--- src/hw/rtl/assert_macros.svh ---
// Assertion helpers for the RTL, included by rtcp_report_interval.sv.
`ifndef ASSERT_MACROS_SVH
`define ASSERT_MACROS_SVH

// Property checked on every rising clock edge outside reset.
`define ASSERT_PROP(label, clk, rst_n, prop, msg) \
    label: assert property (@(posedge clk) disable iff (!rst_n) (prop)) else $error(msg);

// Consequent checked in the cycle after the antecedent.
`define ASSERT_NEXT(label, clk, rst_n, ante, cons, msg) \
    label: assert property (@(posedge clk) disable iff (!rst_n) (ante) |=> (cons)) \
        else $error(msg);

`endif

--- src/hw/rtl/rri_pkg.sv ---
package rri_pkg;

    localparam int COUNT_WIDTH_DEF = 16;
    localparam int RAND_BITS_DEF   = 15;

    localparam int BW_W   = 30;   // session bandwidth register
    localparam int MIN_W  = 26;   // minimum interval register
    localparam int SIZE_W = 16;   // report size and running average
    localparam int OUT_W  = 40;   // interval result
    localparam int TW     = 42;   // capped interval, holds 2^41
    localparam int K_W    = 22;   // scale factor, holds 4e6
    localparam int DW     = BW_W + 2;  // divisor, holds 3 * bandwidth

    localparam logic [SIZE_W-1:0] INIT_AVG  = SIZE_W'(128);
    localparam logic [K_W-1:0]    K_ONE     = K_W'(1000000);
    localparam logic [K_W-1:0]    K_FOUR    = K_W'(4000000);
    localparam logic [TW-1:0]     T_CAP     = TW'(1) << (TW - 1);
    localparam logic [BW_W-1:0]   BW_RESET  = BW_W'(1000);
    localparam logic [MIN_W-1:0]  MIN_RESET = MIN_W'(5000000);

    // Configuration register indexes
    localparam logic CFG_SESSION_BW   = 1'b0;
    localparam logic CFG_MIN_INTERVAL = 1'b1;

    typedef enum logic {
        ALU_ADD,
        ALU_SUB
    } t_alu_op;

endpackage

--- src/hw/rtl/rri_alu.sv ---
module rri_alu #(
    parameter int W = 64
) (
    input  logic [W-1:0]     i_a,
    input  logic [W-1:0]     i_b,
    input  rri_pkg::t_alu_op i_op,
    output logic [W-1:0]     o_sum
);

    always_comb begin
        unique case (i_op)
            rri_pkg::ALU_ADD: o_sum = i_a + i_b;
            rri_pkg::ALU_SUB: o_sum = i_a - i_b;
            default:          o_sum = i_a + i_b;
        endcase
    end

endmodule

--- src/hw/rtl/rtcp_report_interval.sv ---
// RTCP report interval calculator.
// Slave stream (i_s_*): one request per item; tdata carries the member and
// sender counts, the we-sent flag, the last report size and the dither sample;
// tuser carries the first-call flag. Master stream (o_m_*): one result per
// request with the interval in microseconds and the updated average size.
// Configuration: i_cfg_we writes i_cfg_data into register i_cfg_index
// (0 session bandwidth, 1 minimum interval); write only while the block is idle.
// The work runs on one shared adder, one bit a cycle, in loops: report average
// times count (16 steps), times the microsecond scale (22 steps) and
// restoring division by the bandwidth (38 + COUNT_WIDTH steps); then come a
// clamp step, the dither multiply (RAND_BITS + 1 steps), also on the adder,
// and the load of the output register.
// o_s_tready is high only between requests, so one request is in flight.
// A finished result waits in the output register; a new request is taken
// meanwhile, and its result holds in the last step until the register frees.
// Reset (synchronous, active low) restores bandwidth 1000, minimum interval
// 5000000 us, average size 128, and drops any pending request or result.
`include "assert_macros.svh"

module rtcp_report_interval #(
    parameter int COUNT_WIDTH = rri_pkg::COUNT_WIDTH_DEF,
    parameter int RAND_BITS   = rri_pkg::RAND_BITS_DEF
) (
    input  logic i_clk,
    input  logic i_rst_n,
    // Configuration write port
    input  logic                    i_cfg_we,
    input  logic                    i_cfg_index,
    input  logic [rri_pkg::BW_W-1:0] i_cfg_data,
    // Request stream
    input  logic i_s_tvalid,
    output logic o_s_tready,
    // member_count, sender_count, we_sent, last_report_size, random_value, zero pad
    input  logic [(((2*COUNT_WIDTH + 17 + RAND_BITS) + 7) / 8) * 8 - 1:0] i_s_tdata,
    // first_call
    input  logic [0:0] i_s_tuser,
    // Result stream
    output logic o_m_tvalid,
    input  logic i_m_tready,
    // interval_us, average_size
    output logic [((rri_pkg::OUT_W + rri_pkg::SIZE_W + 7) / 8) * 8 - 1:0] o_m_tdata
);

    localparam int CW    = COUNT_WIDTH;
    localparam int RB    = RAND_BITS;
    localparam int SW    = rri_pkg::SIZE_W;
    localparam int TW    = rri_pkg::TW;
    localparam int DW    = rri_pkg::DW;
    localparam int KW    = rri_pkg::K_W;
    localparam int OW    = rri_pkg::OUT_W;
    localparam int MW    = rri_pkg::MIN_W;
    localparam int QW    = SW + CW;           // avg * n
    localparam int PW    = QW + KW;           // avg * n * k, then quotient
    localparam int DTW   = TW + RB + 1;       // dither product
    localparam int AW    = (PW > DTW) ? PW : DTW;
    localparam int MPA   = (KW > SW) ? KW : SW;
    localparam int MPW   = (MPA > RB + 1) ? MPA : RB + 1;
    localparam int CNTW  = $clog2(AW + 1);
    localparam int ODW   = ((OW + SW + 7) / 8) * 8;

    localparam logic [RB:0] RAND_HALF = (RB + 1)'(1) << (RB - 1);

    typedef enum logic [2:0] {
        S_IDLE,
        S_MULQ,
        S_MULK,
        S_DIV,
        S_CLAMP,
        S_DITH,
        S_FIN
    } t_state;

    t_state             r_state;
    logic [CNTW-1:0]    r_cnt;
    logic [AW-1:0]      r_acc;
    logic [AW-1:0]      r_mcand;
    logic [MPW-1:0]     r_mplier;
    logic [PW-1:0]      r_p;
    logic [DW-1:0]      r_rem;
    logic [DW-1:0]      r_div;
    logic               r_k4;
    logic [MW-1:0]      r_min_t;
    logic [RB:0]        r_m;
    logic [SW-1:0]      r_avg;
    logic [rri_pkg::BW_W-1:0] r_bw;
    logic [MW-1:0]      r_min_cfg;
    logic               r_o_valid;
    logic [OW-1:0]      r_o_interval;
    logic [SW-1:0]      r_o_avg;

    // Request fields
    logic [CW-1:0] in_members;
    logic [CW-1:0] in_senders;
    logic          in_we_sent;
    logic [SW-1:0] in_size;
    logic [RB-1:0] in_rand;
    logic          in_first;

    assign in_members = i_s_tdata[CW-1:0];
    assign in_senders = i_s_tdata[2*CW-1:CW];
    assign in_we_sent = i_s_tdata[2*CW];
    assign in_size    = i_s_tdata[2*CW+SW:2*CW+1];
    assign in_rand    = i_s_tdata[2*CW+SW+RB:2*CW+SW+1];
    assign in_first   = i_s_tuser[0];

    // Request decode: average update, bandwidth share and count
    logic [SW-1:0] avg_base;
    logic [SW-1:0] avg_new;
    logic          few_senders;
    logic [CW-1:0] n_sel;
    logic [DW-1:0] div_sel;

    always_comb begin
        avg_base = in_first ? rri_pkg::INIT_AVG : r_avg;
        if (in_size >= avg_base) begin
            avg_new = avg_base + ((in_size - avg_base) >> 4);
        end else begin
            avg_new = avg_base - ((avg_base - in_size) >> 4);
        end
        few_senders = (in_senders != '0) &&
                      (({2'b00, in_senders} << 2) < {2'b00, in_members});
        if (few_senders && in_we_sent) begin
            n_sel   = in_senders;
            div_sel = DW'(r_bw);
        end else if (few_senders) begin
            n_sel   = in_members - in_senders;
            div_sel = DW'(r_bw) + (DW'(r_bw) << 1);
        end else begin
            n_sel   = in_members;
            div_sel = DW'(r_bw);
        end
    end

    // Shared adder: multiply steps add, division steps subtract
    logic [DW:0]      rem2;
    logic [AW-1:0]    alu_a;
    logic [AW-1:0]    alu_b;
    rri_pkg::t_alu_op alu_op;
    logic [AW-1:0]    alu_sum;
    logic             div_neg;

    always_comb begin
        rem2 = {r_rem, r_p[PW-1]};
        if (r_state == S_DIV) begin
            alu_a  = AW'(rem2);
            alu_b  = AW'(r_div);
            alu_op = rri_pkg::ALU_SUB;
        end else begin
            alu_a  = r_acc;
            alu_b  = r_mplier[0] ? r_mcand : '0;
            alu_op = rri_pkg::ALU_ADD;
        end
    end

    assign div_neg = alu_sum[AW-1];

    rri_alu #(
        .W(AW)
    ) u_alu (
        .i_a  (alu_a),
        .i_b  (alu_b),
        .i_op (alu_op),
        .o_sum(alu_sum)
    );

    // Cap the quotient, then raise it to the minimum interval
    logic [TW-1:0] t_capped;
    logic [TW-1:0] t_floor;
    logic          out_sat;

    always_comb begin
        t_capped = (r_p > PW'(rri_pkg::T_CAP)) ? rri_pkg::T_CAP : r_p[TW-1:0];
        t_floor  = (t_capped < TW'(r_min_t)) ? TW'(r_min_t) : t_capped;
        out_sat  = |r_acc[AW-1:RB+OW];
    end

    logic fin_load;
    assign fin_load = (r_state == S_FIN) && (!r_o_valid || i_m_tready);

    always_ff @(posedge i_clk) begin
        if (!i_rst_n) begin
            r_state   <= S_IDLE;
            r_cnt     <= '0;
            r_avg     <= rri_pkg::INIT_AVG;
            r_bw      <= rri_pkg::BW_RESET;
            r_min_cfg <= rri_pkg::MIN_RESET;
            r_o_valid <= 1'b0;
        end else begin
            // Register writes
            if (i_cfg_we) begin
                unique case (i_cfg_index)
                    rri_pkg::CFG_SESSION_BW:   r_bw      <= i_cfg_data;
                    rri_pkg::CFG_MIN_INTERVAL: r_min_cfg <= i_cfg_data[MW-1:0];
                    default: ;
                endcase
            end

            // Drop the result once taken, unless a new one replaces it
            if (fin_load) begin
                r_o_valid <= 1'b1;
            end else if (i_m_tready) begin
                r_o_valid <= 1'b0;
            end

            unique case (r_state)
                S_IDLE: begin
                    if (i_s_tvalid) begin
                        r_avg    <= avg_new;
                        r_acc    <= '0;
                        r_mcand  <= AW'(n_sel);
                        r_mplier <= MPW'(avg_new);
                        r_k4     <= few_senders;
                        r_div    <= div_sel;
                        r_min_t  <= in_first ? (r_min_cfg >> 1) : r_min_cfg;
                        r_m      <= {1'b0, in_rand} + RAND_HALF;
                        r_cnt    <= '0;
                        r_state  <= S_MULQ;
                    end
                end
                S_MULQ: begin
                    // q = avg * n, one average bit a step
                    r_cnt <= r_cnt + 1'b1;
                    if (r_cnt == CNTW'(SW - 1)) begin
                        r_acc    <= '0;
                        r_mcand  <= alu_sum;
                        r_mplier <= MPW'(r_k4 ? rri_pkg::K_FOUR : rri_pkg::K_ONE);
                        r_cnt    <= '0;
                        r_state  <= S_MULK;
                    end else begin
                        r_acc    <= alu_sum;
                        r_mcand  <= r_mcand << 1;
                        r_mplier <= r_mplier >> 1;
                    end
                end
                S_MULK: begin
                    // q * k, one scale bit a step
                    r_cnt <= r_cnt + 1'b1;
                    if (r_cnt == CNTW'(KW - 1)) begin
                        r_p     <= alu_sum[PW-1:0];
                        r_rem   <= '0;
                        r_cnt   <= '0;
                        r_state <= S_DIV;
                    end else begin
                        r_acc    <= alu_sum;
                        r_mcand  <= r_mcand << 1;
                        r_mplier <= r_mplier >> 1;
                    end
                end
                S_DIV: begin
                    // Restoring division: shift the dividend out, quotient in.
                    // A zero divisor yields all ones, which the cap absorbs.
                    r_rem <= div_neg ? rem2[DW-1:0] : alu_sum[DW-1:0];
                    r_p   <= {r_p[PW-2:0], !div_neg};
                    r_cnt <= r_cnt + 1'b1;
                    if (r_cnt == CNTW'(PW - 1)) begin
                        r_state <= S_CLAMP;
                    end
                end
                S_CLAMP: begin
                    r_acc    <= '0;
                    r_mcand  <= AW'(t_floor);
                    r_mplier <= MPW'(r_m);
                    r_cnt    <= '0;
                    r_state  <= S_DITH;
                end
                S_DITH: begin
                    // t * (rand + half), one dither bit a step
                    r_acc    <= alu_sum;
                    r_mcand  <= r_mcand << 1;
                    r_mplier <= r_mplier >> 1;
                    r_cnt    <= r_cnt + 1'b1;
                    if (r_cnt == CNTW'(RB)) begin
                        r_state <= S_FIN;
                    end
                end
                S_FIN: begin
                    // Hold until the output register is free
                    if (fin_load) begin
                        r_o_interval <= out_sat ? '1 : r_acc[RB+OW-1:RB];
                        r_o_avg      <= r_avg;
                        r_state      <= S_IDLE;
                    end
                end
                default: r_state <= S_IDLE;
            endcase
        end
    end

    assign o_s_tready = (r_state == S_IDLE);
    assign o_m_tvalid = r_o_valid;
    assign o_m_tdata  = ODW'({r_o_avg, r_o_interval});

    `ASSERT_NEXT(a_accept_goes_busy, i_clk, i_rst_n, i_s_tvalid && o_s_tready, !o_s_tready, "request accepted but block still ready")
    `ASSERT_PROP(a_div_count_bound, i_clk, i_rst_n, (r_state == S_DIV) |-> (r_cnt < CNTW'(PW)), "division step count out of range")
    `ASSERT_NEXT(a_fin_waits_stall, i_clk, i_rst_n, (r_state == S_FIN) && r_o_valid && !i_m_tready, (r_state == S_FIN) && r_o_valid, "result overwrote a stalled output")

endmodule

--- config.mk ---
export PLATFORM = sky130hd
export DESIGN_NAME = rtcp_report_interval
export DESIGN_NICKNAME = d
export VERILOG_FILES = /design/src/hw/rtl/rri_pkg.sv /design/src/hw/rtl/rri_alu.sv /design/src/hw/rtl/rtcp_report_interval.sv
export VERILOG_INCLUDE_DIRS = /design/src /design/src/hw/rtl
export SDC_FILE = /design/constraint.sdc
export NUM_CORES = 1
export LEC_CHECK = 0
export BUFFER_PORTS_ARGS = -buffer_cell sky130_fd_sc_hd__buf_2
export CORE_MARGIN = 1.5
export CORE_UTILIZATION = 65
export CTS_CLUSTER_DIAMETER = 80
export DETAILED_ROUTE_END_ITERATION = 7
export HOLD_SLACK_MARGIN = 0.12
export PLACE_DENSITY = 0.85
export SLEW_MARGIN = 20
export SYNTH_ARGS = -nofsm -noshare
export SYNTH_HDL_FRONTEND = slang
export SYNTH_SLANG_ARGS = --single-unit
--- constraint.sdc ---
create_clock -name i_clk -period 10.7 [get_ports i_clk]
set_input_delay 1.07 -clock i_clk [delete_from_list [all_inputs] [get_ports i_clk]]
set_output_delay 1.07 -clock i_clk [all_outputs]
set_load 0.02 [all_outputs]
==> results by group <==
STA
  – Final setup fails: 0
  – Max Freq: 126 MHz
  – RSZ-0062 raised after global routing: no
  – Final Hold Violating Endpoints: 0
  – Fin Setup TNS: 0 ns
  – Skew final: 0.0267 ns
  – Slew @ Worst Pin: 1.16 ns
  – Final min period: 7.92 ns
  – Pins Over Slew Limit: 0
  – Final period utilization: 0.740
  – Final setup margin: 2.78 ns
  – Slew HR: 0.225

Route
  – Drt wl/cell: 22.2 µm
  – DR pass1 iterations: 8
  – Routed via count: 26,475
  – Detailed router's first-iteration violation count: 3,181
  – Vias per inst: 6.57
  – Routed WL: 89,500 µm
  – Routed Antenna Nets: 0
  – DRC Markers: 1

Worst setup path
  – CP Capture Type: flop
  – Critical path cell sequence: nand3b_4 -> buf_4 -> a31oi_1 -> nand4_1 -> nor4_1 -> and2_1 -> and3_1 -> nand3_1 -> o21ai_0 -> a21o_1 -> nand2_1 -> ha_1 -> and2_1 -> nand3_1 -> nor3_1 -> inv_1 -> a2111oi_2 -> o21a_1 -> nor3_2 -> o31ai_4 -> buf_4 -> mux2i_1 -> nor2_1
  – Max stage delay cell, worst path: dfxtp_1
  – WP buf/inv: 3
  – Max FO, Critical Path: 90
  – Top Family by Delay on Critical Path: simple AND/OR/NAND/NOR gates
  – CP peak stage delay: 0.84 ns
  – Startpoint Class: flop
  – CP Class: reg -> reg
  – Worst EP arrival: 8.24 ns
  – CP required: 11.02 ns

Die
  – Core area: 45,600 µm²
  – Die area: 47,700 µm²
  – Site Rows: 78
  – Height of the die: 218 µm
  – Io pins: 159
  – Starting Density: 0.661
  – Die width: 218 µm

Global route
  – Vias in the first global route: 25,488
  – Largest net degree at the start of global routing: 91
  – Grt ovf: 0
  – Antenna violations before repair: 1
  – First-pass GRT wire length: 139,000 µm
  – GRT Total Usage: 0.373

CTS
  – H-tree depth: 2
  – Skew-Pair Late Insertion Delay: 0.61 ns
  – TritonCTS buffer count: 49
  – CTS resizes: 0
  – Hold buffers post-CTS: 0
  – Clock root cell: clkbuf_16
  – Maximum root-to-sink buffer count: 3
  – Reg clk slew, reported paths: 0.06 ns
  – Clock sinks: 437
  – TritonCTS clock tree: yes
  – Setup bufs post-CTS: 0

Placed design
  – Inst Count DP: 3,939
  – GP Congestion: 1.02
  – Port bufs: 158
  – Post-DP HPWL: 64,700 µm
  – Dpl ws: 3.11 ns

Outcome
  – Violated checks: DRC
  – Status: complete, but fails checks

Flow run
  – MaxCap Viol Count: 0

Yosys
  – Cell taking the most area after synthesis: edfxtp_1
  – Most area-consuming cells after synthesis: edfxtp_1 (35%), ha_1 (8.0%), nand2_1 (6.6%)
  – Synth Warn #: 0
  – Avg Cell Area, Syn: 9.03 µm²
  – Unique masters post-synth: 99
  – Yosys top cell area share: 0.354
  – Syn Std Cell Area: 30,100 µm²
  – Post-synth EDFFs: 355
  – FFs w/ async S/R, synth: 0
  – Prevailing post-synth register cell: edfxtp_1
  – Cell count after synthesis: 3,337
  – Synth Register Bits: 437
  – Synthesized Nets: 3,634
  – Register area share after synthesis: 0.408

Layout
  – Cell Count, Final, Fillers Out: 4,031
  – Final nets: 3,688
  – Layout cell share with drive strength beyond 1: 0.108
  – Most common cell after layout, fill and taps aside: nand2_1
  – Layout Utilization: 0.722
  – Area delta synth->final: 9.23%
  – Most frequent cells in the layout: nand2_1 (532), edfxtp_1 (355), o21ai_0 (234)

Power and ir drop
  – Leak: 0.0133 µW
  – VDD IR max: 0.129 mV
  – Overall Power: 5430 µW
  – PwrDens: 165 nW/µm²

Hold path
  – Hold Path Class: reg -> reg
-- power by group --
group / internal (µW) / switching, µW
Combinational: 587 / 1010
Clock: 1050 / 716
Sequential: 1990 / 78.0
-- logic make-up (layout without fill, tap and decap cells) --
kind of cell,Yosys count,after routing,synth area share
compound gates,861,861,0.185
xor+xnor,180,180,0.0523
fa+ha+maj,196,196,0.0824
buf+inv,329,422,0.0437
flops,437,437,0.408
mux,90,90,0.0315
other cells,0,1,0
simple gates,1244,1244,0.197
-- flip-flops by register name, summed over array words and instances (netlist names), 6 cells and up --
register,count
r_cnt,6
r_mcand,58
r_avg,16
r_p,54
r_o_avg,16
r_o_interval,40
r_mplier,22
r_min_t,26
r_div,32
r_m,16
r_min_cfg,26
r_acc,58
r_rem,32
r_bw,30
-- area by class of cell --
cell class	instances	area, µm²
multi-input combinational	2571	16600
timing repair buffer	187	1020
sequential	437	12300
clock inverter	23	251
tap	600	751
fill	3396	12700
clock buffer	67	1430
inverter	145	544
antenna	1	2.50
-- synth_stat cells (30+ instances only) --
cell type    n
nand2_1    532
a21boi_0    54
ha_1       192
a21o_1      75
inv_1      145
mux2i_1     57
a22oi_1     33
o21ai_0    234
mux2_2      30
nor3_1      54
and2_1      85
clkbuf_1   147
nor2_1     219
edfxtp_1   355
xor2_1      70
a31oi_1     46
nand3_1     73
xnor2_1    110
nor2b_1     33
dfxtp_1     82
a21oi_1    187
nand2b_1    86
-- metal layers --
layer	track usage	vias up	routed length (µm)
li1	-	12132	-
met1	0.461	12570	34000
met2	0.612	1424	42300
met3	0.0580	349	6990
met4	0.231	0	6140
met5	0	-	0
-- per-stage QoR --
step	hold slack, ns	cell area (µm²)
finish	0.461	32900
global route	0.480	32900
CTS	0.467	32900
detailed placement	0.441	31200
global placement	0.434	31200
floorplan	0.422	30100
-- worst paths after layout --
kind | start | to | slack (ns) | cells past startpoint
worst max-delay path | r_state[0] | r_rem[24] | 2.78 | 23
worst min-delay path | r_avg[15] | r_o_avg[15] | 0.46 | 0
worst max register to register | r_state[0] | r_rem[24] | 2.78 | 23
worst min register to register | r_avg[15] | r_o_avg[15] | 0.46 | 0
(Power assumes the default switching activity.)
